<file path="config.mk">
export PLATFORM = sky130hd
export DESIGN_NAME = triangle_scanline_fill
export DESIGN_NICKNAME = d
export VERILOG_FILES = /design/src/rtl/tsf_pkg.sv /design/src/rtl/triangle_scanline_fill.sv /design/src/rtl/tsf_div.sv /design/src/rtl/tsf_ctrl.sv /design/src/rtl/tsf_datapath.sv
export SDC_FILE = /design/constraint.sdc
export NUM_CORES = 2
export LEC_CHECK = 0
export CELL_PAD_IN_SITES_DETAIL_PLACEMENT = 1
export CELL_PAD_IN_SITES_GLOBAL_PLACEMENT = 1
export CORE_MARGIN = 1.5
export CORE_UTILIZATION = 45
export CTS_CLUSTER_DIAMETER = 100
export DETAILED_ROUTE_END_ITERATION = 8
export DONT_BUFFER_PORTS = 1
export PLACE_DENSITY = 0.78
export SYNTH_ARGS = -nofsm -noshare
export SYNTH_HDL_FRONTEND = slang
export SYNTH_SLANG_ARGS = --single-unit
</file>
<file path="constraint.sdc">
create_clock -name clk -period 22.6 [get_ports clk]
set_clock_uncertainty 0.15 [all_clocks]
set_input_delay 3.39 -clock clk [delete_from_list [all_inputs] [get_ports clk]]
set_output_delay 3.39 -clock clk [all_outputs]
set_load 0.01 [all_outputs]
</file>
<file path="src/rtl/tsf_pkg.sv">
// ----------------------------------------------------------------------------
// tsf_pkg
// Shared types and constants of the triangle scanline fill block.
// ----------------------------------------------------------------------------
package tsf_pkg;

  localparam int COORD_BITS_DEF = 12;
  localparam int COLOR_BITS     = 32;

  typedef enum logic {
    OP_LOAD = 1'b0,
    OP_STEP = 1'b1
  } op_t;

  typedef enum logic [1:0] {
    ST_IDLE,
    ST_DIV_GO,
    ST_DIV
  } state_t;

  typedef struct packed {
    logic load;       // capture and sort a triangle
    logic mul;        // form edge products and divisors
    logic div_start;  // launch both dividers
    logic fin;        // build span, advance row
  } cmd_t;

  typedef struct packed {
    logic active;     // a triangle has spans left
    logic div_done;
  } status_t;

endpackage

</file>
<file path="src/rtl/triangle_scanline_fill.sv">
// ----------------------------------------------------------------------------
// triangle_scanline_fill
// Scanline triangle fill: load a triangle, then pull one span per step.
// ----------------------------------------------------------------------------
// A load beat (in_op = 0) yields nothing; a triangle with
// all y equal is dropped. Each step beat (in_op = 1) while spans remain
// yields one span on out_* with out_valid high for one cycle, after
// both edge divisions have run in a pair of serial dividers, one quotient
// bit per cycle. busy is high while they run, so the next step is taken
// at the edge that takes the span.
// A step with no spans left is taken and ignored.
// The receiver cannot stall; every span must be taken when out_valid is high.
module triangle_scanline_fill #(
  parameter int COORD_BITS = tsf_pkg::COORD_BITS_DEF
) (
  input  logic                                clk,
  input  logic                                rst_n,
  input  logic                                start,
  output logic                                busy,
  input  logic                                in_op,
  input  logic signed [COORD_BITS-1:0]        in_first_x,
  input  logic signed [COORD_BITS-1:0]        in_first_y,
  input  logic signed [COORD_BITS-1:0]        in_second_x,
  input  logic signed [COORD_BITS-1:0]        in_second_y,
  input  logic signed [COORD_BITS-1:0]        in_third_x,
  input  logic signed [COORD_BITS-1:0]        in_third_y,
  input  logic [tsf_pkg::COLOR_BITS-1:0]      in_fill_color,
  output logic                                out_valid,
  output logic signed [COORD_BITS-1:0]        out_span_y,
  output logic signed [COORD_BITS-1:0]        out_span_left,
  output logic signed [COORD_BITS-1:0]        out_span_right,
  output logic [tsf_pkg::COLOR_BITS-1:0]      out_span_color,
  output logic                                out_last_span
);

  tsf_pkg::cmd_t    cmd;
  tsf_pkg::status_t status;

  tsf_ctrl u_ctrl (
    .clk(clk), .rst_n(rst_n), .start(start), .op(in_op),
    .status(status), .cmd(cmd), .busy(busy)
  );

  tsf_datapath #(.W(COORD_BITS)) u_dp (
    .clk(clk), .rst_n(rst_n), .cmd(cmd), .status(status),
    .v0_x(in_first_x), .v0_y(in_first_y),
    .v1_x(in_second_x), .v1_y(in_second_y),
    .v2_x(in_third_x), .v2_y(in_third_y),
    .color(in_fill_color),
    .span_valid(out_valid), .span_y(out_span_y),
    .span_left(out_span_left), .span_right(out_span_right),
    .span_color(out_span_color), .span_last(out_last_span)
  );

endmodule

</file>
<file path="src/rtl/tsf_div.sv">
// ----------------------------------------------------------------------------
// tsf_div
// Serial restoring divider, one quotient bit per cycle. The quotient is known
// to fit in W bits (dividend below divisor * 2**W).
// ----------------------------------------------------------------------------
module tsf_div #(
  parameter int W = tsf_pkg::COORD_BITS_DEF
) (
  input  logic           clk,
  input  logic           rst_n,
  input  logic           start,
  input  logic [2*W-1:0] dividend,
  input  logic [W-1:0]   divisor,
  output logic [W-1:0]   quotient,
  output logic           done
);

  localparam int CW = $clog2(W + 1);

  logic [W-1:0]  rem_r, rem_nxt;
  logic [W-1:0]  dq_r, dq_nxt;
  logic [W-1:0]  dsr_r;
  logic [CW-1:0] cnt_r, cnt_nxt;
  logic          run_r, run_nxt;
  logic          done_r, done_nxt;
  logic [W:0]    trial;
  logic [W:0]    diff;

  always_comb begin
    trial    = {rem_r, dq_r[W-1]};
    diff     = trial - {1'b0, dsr_r};
    rem_nxt  = rem_r;
    dq_nxt   = dq_r;
    cnt_nxt  = cnt_r;
    run_nxt  = run_r;
    done_nxt = 1'b0;
    if (start) begin
      rem_nxt = dividend[2*W-1:W];
      dq_nxt  = dividend[W-1:0];
      cnt_nxt = CW'(W);
      run_nxt = 1'b1;
    end else if (run_r) begin
      if (!diff[W]) begin
        rem_nxt = diff[W-1:0];
        dq_nxt  = {dq_r[W-2:0], 1'b1};
      end else begin
        rem_nxt = trial[W-1:0];
        dq_nxt  = {dq_r[W-2:0], 1'b0};
      end
      cnt_nxt = cnt_r - CW'(1);
      if (cnt_r == CW'(1)) begin
        run_nxt  = 1'b0;
        done_nxt = 1'b1;
      end
    end
  end

  always_ff @(posedge clk) begin
    if (!rst_n) begin
      run_r  <= 1'b0;
      done_r <= 1'b0;
      cnt_r  <= '0;
    end else begin
      run_r  <= run_nxt;
      done_r <= done_nxt;
      cnt_r  <= cnt_nxt;
    end
    rem_r <= rem_nxt;
    dq_r  <= dq_nxt;
    if (start) dsr_r <= divisor;
  end

  assign quotient = dq_r;
  assign done     = done_r;

endmodule

</file>
<file path="src/rtl/tsf_ctrl.sv">
// ----------------------------------------------------------------------------
// tsf_ctrl
// Sequencer: accepts commands, steps the datapath through one span.
// ----------------------------------------------------------------------------
module tsf_ctrl (
  input  logic              clk,
  input  logic              rst_n,
  input  logic              start,
  input  logic              op,
  input  tsf_pkg::status_t  status,
  output tsf_pkg::cmd_t     cmd,
  output logic              busy
);

  tsf_pkg::state_t state_r, state_nxt;

  always_ff @(posedge clk) begin
    if (!rst_n) state_r <= tsf_pkg::ST_IDLE;
    else        state_r <= state_nxt;
  end

  always_comb begin
    state_nxt = state_r;
    cmd       = '0;
    unique case (state_r)
      tsf_pkg::ST_IDLE: begin
        if (start) begin
          if (op == tsf_pkg::OP_LOAD) begin
            cmd.load = 1'b1;
          end else if (status.active) begin
            cmd.mul   = 1'b1;
            state_nxt = tsf_pkg::ST_DIV_GO;
          end
        end
      end
      tsf_pkg::ST_DIV_GO: begin
        cmd.div_start = 1'b1;
        state_nxt     = tsf_pkg::ST_DIV;
      end
      tsf_pkg::ST_DIV: begin
        if (status.div_done) begin
          cmd.fin   = 1'b1;
          state_nxt = tsf_pkg::ST_IDLE;
        end
      end
      default: state_nxt = tsf_pkg::ST_IDLE;
    endcase
  end

  assign busy = (state_r != tsf_pkg::ST_IDLE);

endmodule

</file>
<file path="src/rtl/tsf_datapath.sv">
// ----------------------------------------------------------------------------
// tsf_datapath
// Vertex sort, edge products, two serial dividers and span assembly.
// ----------------------------------------------------------------------------
module tsf_datapath #(
  parameter int W = tsf_pkg::COORD_BITS_DEF
) (
  input  logic                             clk,
  input  logic                             rst_n,
  input  tsf_pkg::cmd_t                    cmd,
  output tsf_pkg::status_t                 status,
  input  logic signed [W-1:0]              v0_x,
  input  logic signed [W-1:0]              v0_y,
  input  logic signed [W-1:0]              v1_x,
  input  logic signed [W-1:0]              v1_y,
  input  logic signed [W-1:0]              v2_x,
  input  logic signed [W-1:0]              v2_y,
  input  logic [tsf_pkg::COLOR_BITS-1:0]   color,
  output logic                             span_valid,
  output logic signed [W-1:0]              span_y,
  output logic signed [W-1:0]              span_left,
  output logic signed [W-1:0]              span_right,
  output logic [tsf_pkg::COLOR_BITS-1:0]   span_color,
  output logic                             span_last
);

  logic signed [W-1:0] lx_r, ly_r, mx_r, my_r, hx_r, hy_r;
  logic [W:0]          row_r;
  logic [tsf_pkg::COLOR_BITS-1:0] color_r;
  logic                active_r;

  // sort network: (0,1), (0,2), (1,2), strict compares
  logic signed [W-1:0] ax, ay, bx, by, cx, cy, tx, ty;
  logic                flat;

  always_comb begin
    ax = v0_x; ay = v0_y; bx = v1_x; by = v1_y; cx = v2_x; cy = v2_y;
    tx = '0; ty = '0;
    flat = (v0_y == v1_y) && (v0_y == v2_y);
    if (ay > by) begin
      tx = ax; ty = ay; ax = bx; ay = by; bx = tx; by = ty;
    end
    if (ay > cy) begin
      tx = ax; ty = ay; ax = cx; ay = cy; cx = tx; cy = ty;
    end
    if (by > cy) begin
      tx = bx; ty = by; bx = cx; by = cy; cx = tx; cy = ty;
    end
  end

  // edge products
  logic signed [W:0]     tot, h1, seg, i_s, j_s, dxa, dxb;
  logic signed [2*W+1:0] pa, pb;
  logic                  second;

  always_comb begin
    tot    = {hy_r[W-1], hy_r} - {ly_r[W-1], ly_r};
    h1     = {my_r[W-1], my_r} - {ly_r[W-1], ly_r};
    seg    = {hy_r[W-1], hy_r} - {my_r[W-1], my_r};
    i_s    = $signed(row_r);
    second = (i_s > h1) || (h1 == '0);
    j_s    = second ? (i_s - h1) : i_s;
    dxa    = {hx_r[W-1], hx_r} - {lx_r[W-1], lx_r};
    dxb    = second ? ({hx_r[W-1], hx_r} - {mx_r[W-1], mx_r})
                    : ({mx_r[W-1], mx_r} - {lx_r[W-1], lx_r});
    pa     = dxa * i_s;
    pb     = dxb * j_s;
  end

  logic [2*W-1:0]      mag_a_r, mag_b_r;
  logic                neg_a_r, neg_b_r;
  logic [W-1:0]        dsr_a_r, dsr_b_r;
  logic signed [W-1:0] base_b_r;
  logic                last_r;
  logic [2*W+1:0]      abs_a, abs_b;

  assign abs_a = pa[2*W+1] ? -pa : pa;
  assign abs_b = pb[2*W+1] ? -pb : pb;

  logic [W-1:0] qa, qb;
  logic         done_a, done_b;

  tsf_div #(.W(W)) u_div_a (
    .clk(clk), .rst_n(rst_n), .start(cmd.div_start),
    .dividend(mag_a_r), .divisor(dsr_a_r), .quotient(qa), .done(done_a)
  );

  tsf_div #(.W(W)) u_div_b (
    .clk(clk), .rst_n(rst_n), .start(cmd.div_start),
    .dividend(mag_b_r), .divisor(dsr_b_r), .quotient(qb), .done(done_b)
  );

  // span assembly
  logic signed [W+1:0] sa, sb, xa_full, xb_full;
  logic signed [W-1:0] xa, xb;
  logic [W:0]          row_y;

  always_comb begin
    sa      = neg_a_r ? -$signed({2'b00, qa}) : $signed({2'b00, qa});
    sb      = neg_b_r ? -$signed({2'b00, qb}) : $signed({2'b00, qb});
    xa_full = {{2{lx_r[W-1]}}, lx_r} + sa;
    xb_full = {{2{base_b_r[W-1]}}, base_b_r} + sb;
    xa      = xa_full[W-1:0];
    xb      = xb_full[W-1:0];
    row_y   = {ly_r[W-1], ly_r} + row_r;
  end

  always_ff @(posedge clk) begin
    if (!rst_n) begin
      lx_r <= '0; ly_r <= '0; mx_r <= '0; my_r <= '0; hx_r <= '0; hy_r <= '0;
      row_r      <= '0;
      color_r    <= '0;
      active_r   <= 1'b0;
      span_valid <= 1'b0;
    end else begin
      span_valid <= cmd.fin;
      if (cmd.load) begin
        if (flat) begin
          active_r <= 1'b0;
        end else begin
          lx_r <= ax; ly_r <= ay; mx_r <= bx; my_r <= by; hx_r <= cx; hy_r <= cy;
          color_r  <= color;
          row_r    <= '0;
          active_r <= 1'b1;
        end
      end
      if (cmd.fin) begin
        if (last_r) active_r <= 1'b0;
        else        row_r    <= row_r + (W+1)'(1);
      end
    end
    if (cmd.mul) begin
      mag_a_r  <= abs_a[2*W-1:0];
      mag_b_r  <= abs_b[2*W-1:0];
      neg_a_r  <= pa[2*W+1];
      neg_b_r  <= pb[2*W+1];
      dsr_a_r  <= tot[W-1:0];
      dsr_b_r  <= second ? seg[W-1:0] : h1[W-1:0];
      base_b_r <= second ? mx_r : lx_r;
      last_r   <= ((i_s + (W+1)'(1)) >= tot);
    end
    if (cmd.fin) begin
      span_y     <= row_y[W-1:0];
      span_left  <= (xa < xb) ? xa : xb;
      span_right <= (xa < xb) ? xb : xa;
      span_color <= color_r;
      span_last  <= last_r;
    end
  end

  assign status.active   = active_r;
  assign status.div_done = done_a & done_b;

endmodule

</file>
==> results.md <==
- The run finished with clean final reports.
- The number of setup violations in the final report is 0.
- The first routing iteration left 1,556 violations.
- The first TritonRoute pass finished after 5 iterations.
- Measured against its own limit, the worst slew margin works out to roughly an eighth.
- Counting every instance in the synthesized netlist gives roughly 3,900.
- The post-detailed-route wirelength per cell is 21.9 um.
- The repair_antennas step left the layout with diodes totalling 0.
- The final critical-path share of the clock period is 56.4%.
- For this run, design rule violations remaining after detail routing come to 0.
- The register area is roughly 9500 um2.
- The worst hold path startpoint is u_dp.dsr_b_r[4].
- Timing would allow up to just under 80 MHz.
- At the worst endpoint, the arrival time is around 13 ns.
- The most frequently used flop master after synthesis is edfxtp_1.
- The CTS tree is built.
- Post-CTS timing repair inserted 0 buffers for setup.
- The number of instances resized during post-cts repair is 0.
- The reg-to-reg setup timing slack is ~9.9 ns.
- In the layout the commonest cells are inv_1, nand2_1, ha_1.
- The CTS clock-pin slew for the worst setup and hold paths is roughly 0.070 ns.
- The min-delay analysis places its worst path in the category flip-flop to flip-flop.
- Setup repair after global routing left no endpoint under its margin.
- The global-route wire length before repair is roughly 170 mm.
- Summing all multi-input logic gate instances after layout gives 24,500 um2.
- The total overflow left after global routing is 0.
- The net count after synthesis is 4,682.
- Counting flops with a built-in enable in the synthesized netlist gives between 200 and 250.
- The max-slew violation count is 0.
- The die span in x is 287 um.
- The core region area is between 80,000 and 90,000 um2.
- The library cell used as clock root buffer is clkbuf_16.
- The last element of the critical path is u_dp.mag_b_r[19].
- The number of nets in the finished design is between 4,000 and 5,000.
- The total global routing track utilization is 26.4%.
- The dominant cell type by count on the critical path is fa_1.
- In this run the vertical extent of the chip is roughly 290 um.
- The starting density of the core is between 40% and 50%.
- The total clock buffers created by CTS is 40.
- The total I/O pin count is around 180.
- Counting every sink on the clock net gives around 360.
- The post-synthesis sequential element count is approximately 360.
- The critical path's slowest cell is mux2i_1.
- The clock tree synthesis step divided the H-tree into 2 levels.
- At the later pin of the worst-skew pair, clock insertion delay measures 0.61 ns.
- The hold violation total from the final report is 0.
- In this run, distinct cell masters in the synthesized netlist total roughly 90.
- The initial antenna violation count is 1.
- The per-instance average area after synthesis is just over 9 um2.
- The worst setup path is launched from a flip-flop.
- Entering global routing, the biggest net connects 130 pins.
- The cell area that synthesis handed to floorplanning was 36,400 um2.
- The floorplan has between 100 and 150 rows.
- The nature of the critical path endpoint is a flip-flop.
- The placer's final routability congestion estimate is just under 0.9.
- The synthesis warning total is 0.
- Detailed routing inserted a total of ~28,000 vias.
- The max-cap check violation count is 0.
- The final routed wirelength across all metal layers is about 110 mm.
- The number of buffers on the longest clock path is 3.
- The number of global-route vias before repair was about 30,000.
- The critical register-to-register path startpoint is u_dp.my_r[0].
- The largest incremental delay on the critical path is approximately 1.1 ns.
- Counting the fill cells in the layout gives a little over 9,000.
- The reg-to-reg critical path endpoint is u_dp.mag_b_r[19].
- Leaving out fill and tap cells, the most frequent cell in the layout is inv_1.
- The antenna violation net count after detailed routing is 0.
- The sum of negative setup slack is 0 ns.
- Along the worst path, the maximum fanout reaches 66.
- Tracing the worst setup path back leads to its startpoint at u_dp.my_r[0].
- The post-route minimum period is 12.74 ns.
- For this run, the share of the core covered by cells in the final layout is about half.
- Summing the sequential cell areas from Yosys gives 26.1% of the chip area.
- The overall die area is 82,600 um2.
- Detailed placement ended at an HPWL of ~84 mm.
- The critical path in this run is classified as flip-flop to flip-flop.
- The depth of the worst register-to-register path is 37.
- The endpoint required time on the critical path is 22.74 ns.
- The number of hold buffers added after cts is 0.
- The transition time of the tightest slew-check pin is between 1 and 1.5 ns.
- In the synthesized netlist the async set-or-reset flop fraction comes to 0%.
- Input and output buffers added on the ports amount to 0.
- Of the cells placed in the final design, the portion with a size suffix greater than 1 is 5.87%.
- Compared with the post-synthesis result, the final layout area differs by 7.16%.
- In the routed layout, each cell is associated on average with a via count of roughly 5.6.
## per-stage QoR
step	setup slack (ns)	hold WS, ns	instance area (um2)	std cells
after CTS	9.92	0.258	39000	4926
final	9.86	0.265	39000	4926
after floorplan	12.29	0.250	36400	3897
after global routing	9.13	0.267	39000	4926
after global placement	10.47	0.250	37600	4852
after detailed placement	10.09	0.256	37600	4852
## cell type report
cell class / count / share of cell area, %
multi-input cells: 2876 / 62.8
repair buffers: 44 / 0.846
well taps: 1060 / 3.40
clock buffers: 53 / 2.74
flip-flops and latches: 361 / 24.4
clock inverters: 21 / 0.946
inverters: 511 / 4.92
## flip-flops by register name, summed over array words and instances (netlist names), 13 cells and up
signal and count:
u_dp.mag_b_r 24, u_dp.color_r 32, u_dp.i_s 13, u_dp.span_color 32, u_dp.mag_a_r 24
## critical path, delay by kind of cell, from the launching register on
kind	cells	cell delay, ns
buffers and inverters	6	1.08
xor gates and xnor gates	3	0.85
muxes	1	1.12
adders and majority gates	10	4.07
AOI/OAI and AO/OA	12	3.58
DFF	1	0.39
and+or+nand+nor	5	1.07
## kinds of logic after synthesis
group | count (synthesis) | share of synthesized area [%]
mux | 167 | 4.88
flops | 361 | 26.1
buf+inv | 660 | 6.90
fa+ha+maj | 679 | 30.3
xor+xnor | 246 | 5.97
simple gates | 1109 | 14.2
compound gates | 675 | 11.6
## synthesized netlist by cell type, types with 6 or more instances
master / n / share of area (%)
and3_1: 13 / 0.22
o21ai_1: 22 / 0.30
nand3_1: 52 / 0.71
inv_1: 509 / 5.2
nor2b_1: 58 / 1.0
or3_1: 18 / 0.31
or4_1: 8 / 0.16
o211ai_1: 12 / 0.25
o41ai_1: 10 / 0.24
xor2_1: 84 / 2.0
nor3b_1: 6 / 0.12
a211oi_1: 9 / 0.19
xnor2_1: 161 / 3.9
dfxtp_1: 133 / 7.3
a21boi_1: 8 / 0.16
o31ai_1: 26 / 0.54
buf_2: 17 / 0.23
clkbuf_1: 122 / 1.3
o211a_1: 11 / 0.30
o21ai_0: 196 / 2.7
nand3b_1: 6 / 0.12
nand2b_1: 76 / 1.3
nand2_1: 480 / 4.9
a31oi_1: 9 / 0.15
mux2_2: 79 / 2.4
ha_1: 340 / 12
mux2i_1: 84 / 2.3
o21bai_1: 15 / 0.31
fa_1: 337 / 19
o21a_1: 29 / 0.60
o2111ai_1: 7 / 0.17
and2_1: 95 / 1.6
nor3_1: 34 / 0.47
a21oi_1: 172 / 2.4
a21boi_0: 63 / 1.3
nor2_1: 216 / 2.2
a21o_1: 44 / 0.91
edfxtp_1: 228 / 19
buf_1: 7 / 0.072
nor4_1: 9 / 0.15
nand4_1: 13 / 0.22
## layer usage
layer / vias up / GRT usage (%) / share of wire [%]
li1: 12800 / - / -
met1: 14200 / 34.7 / 43
met2: 627 / 45.9 / 49
met3: 142 / 2.66 / 4.6
met4: 0 / 7.57 / 2.5
met5: - / 0 / 0
## worst min path at each step
stage	slack, ns	to	cells past startpoint
6_report	0.26	u_dp.u_div_b.dsr_r[4]	0
2_1_floorplan	0.25	u_dp.u_div_a.dsr_r[0]	0
3_5_place_dp	0.26	u_dp.u_div_a.dsr_r[7]	0
4_1_cts	0.26	u_dp.u_div_b.dsr_r[4]	0
3_3_place_gp	0.25	u_dp.u_div_b.dsr_r[2]	0
5_1_grt	0.27	u_dp.u_div_b.dsr_r[4]	0
Power is not shown: default switching activity piles up to over one toggle a cycle in this logic, so the estimate is an artifact.
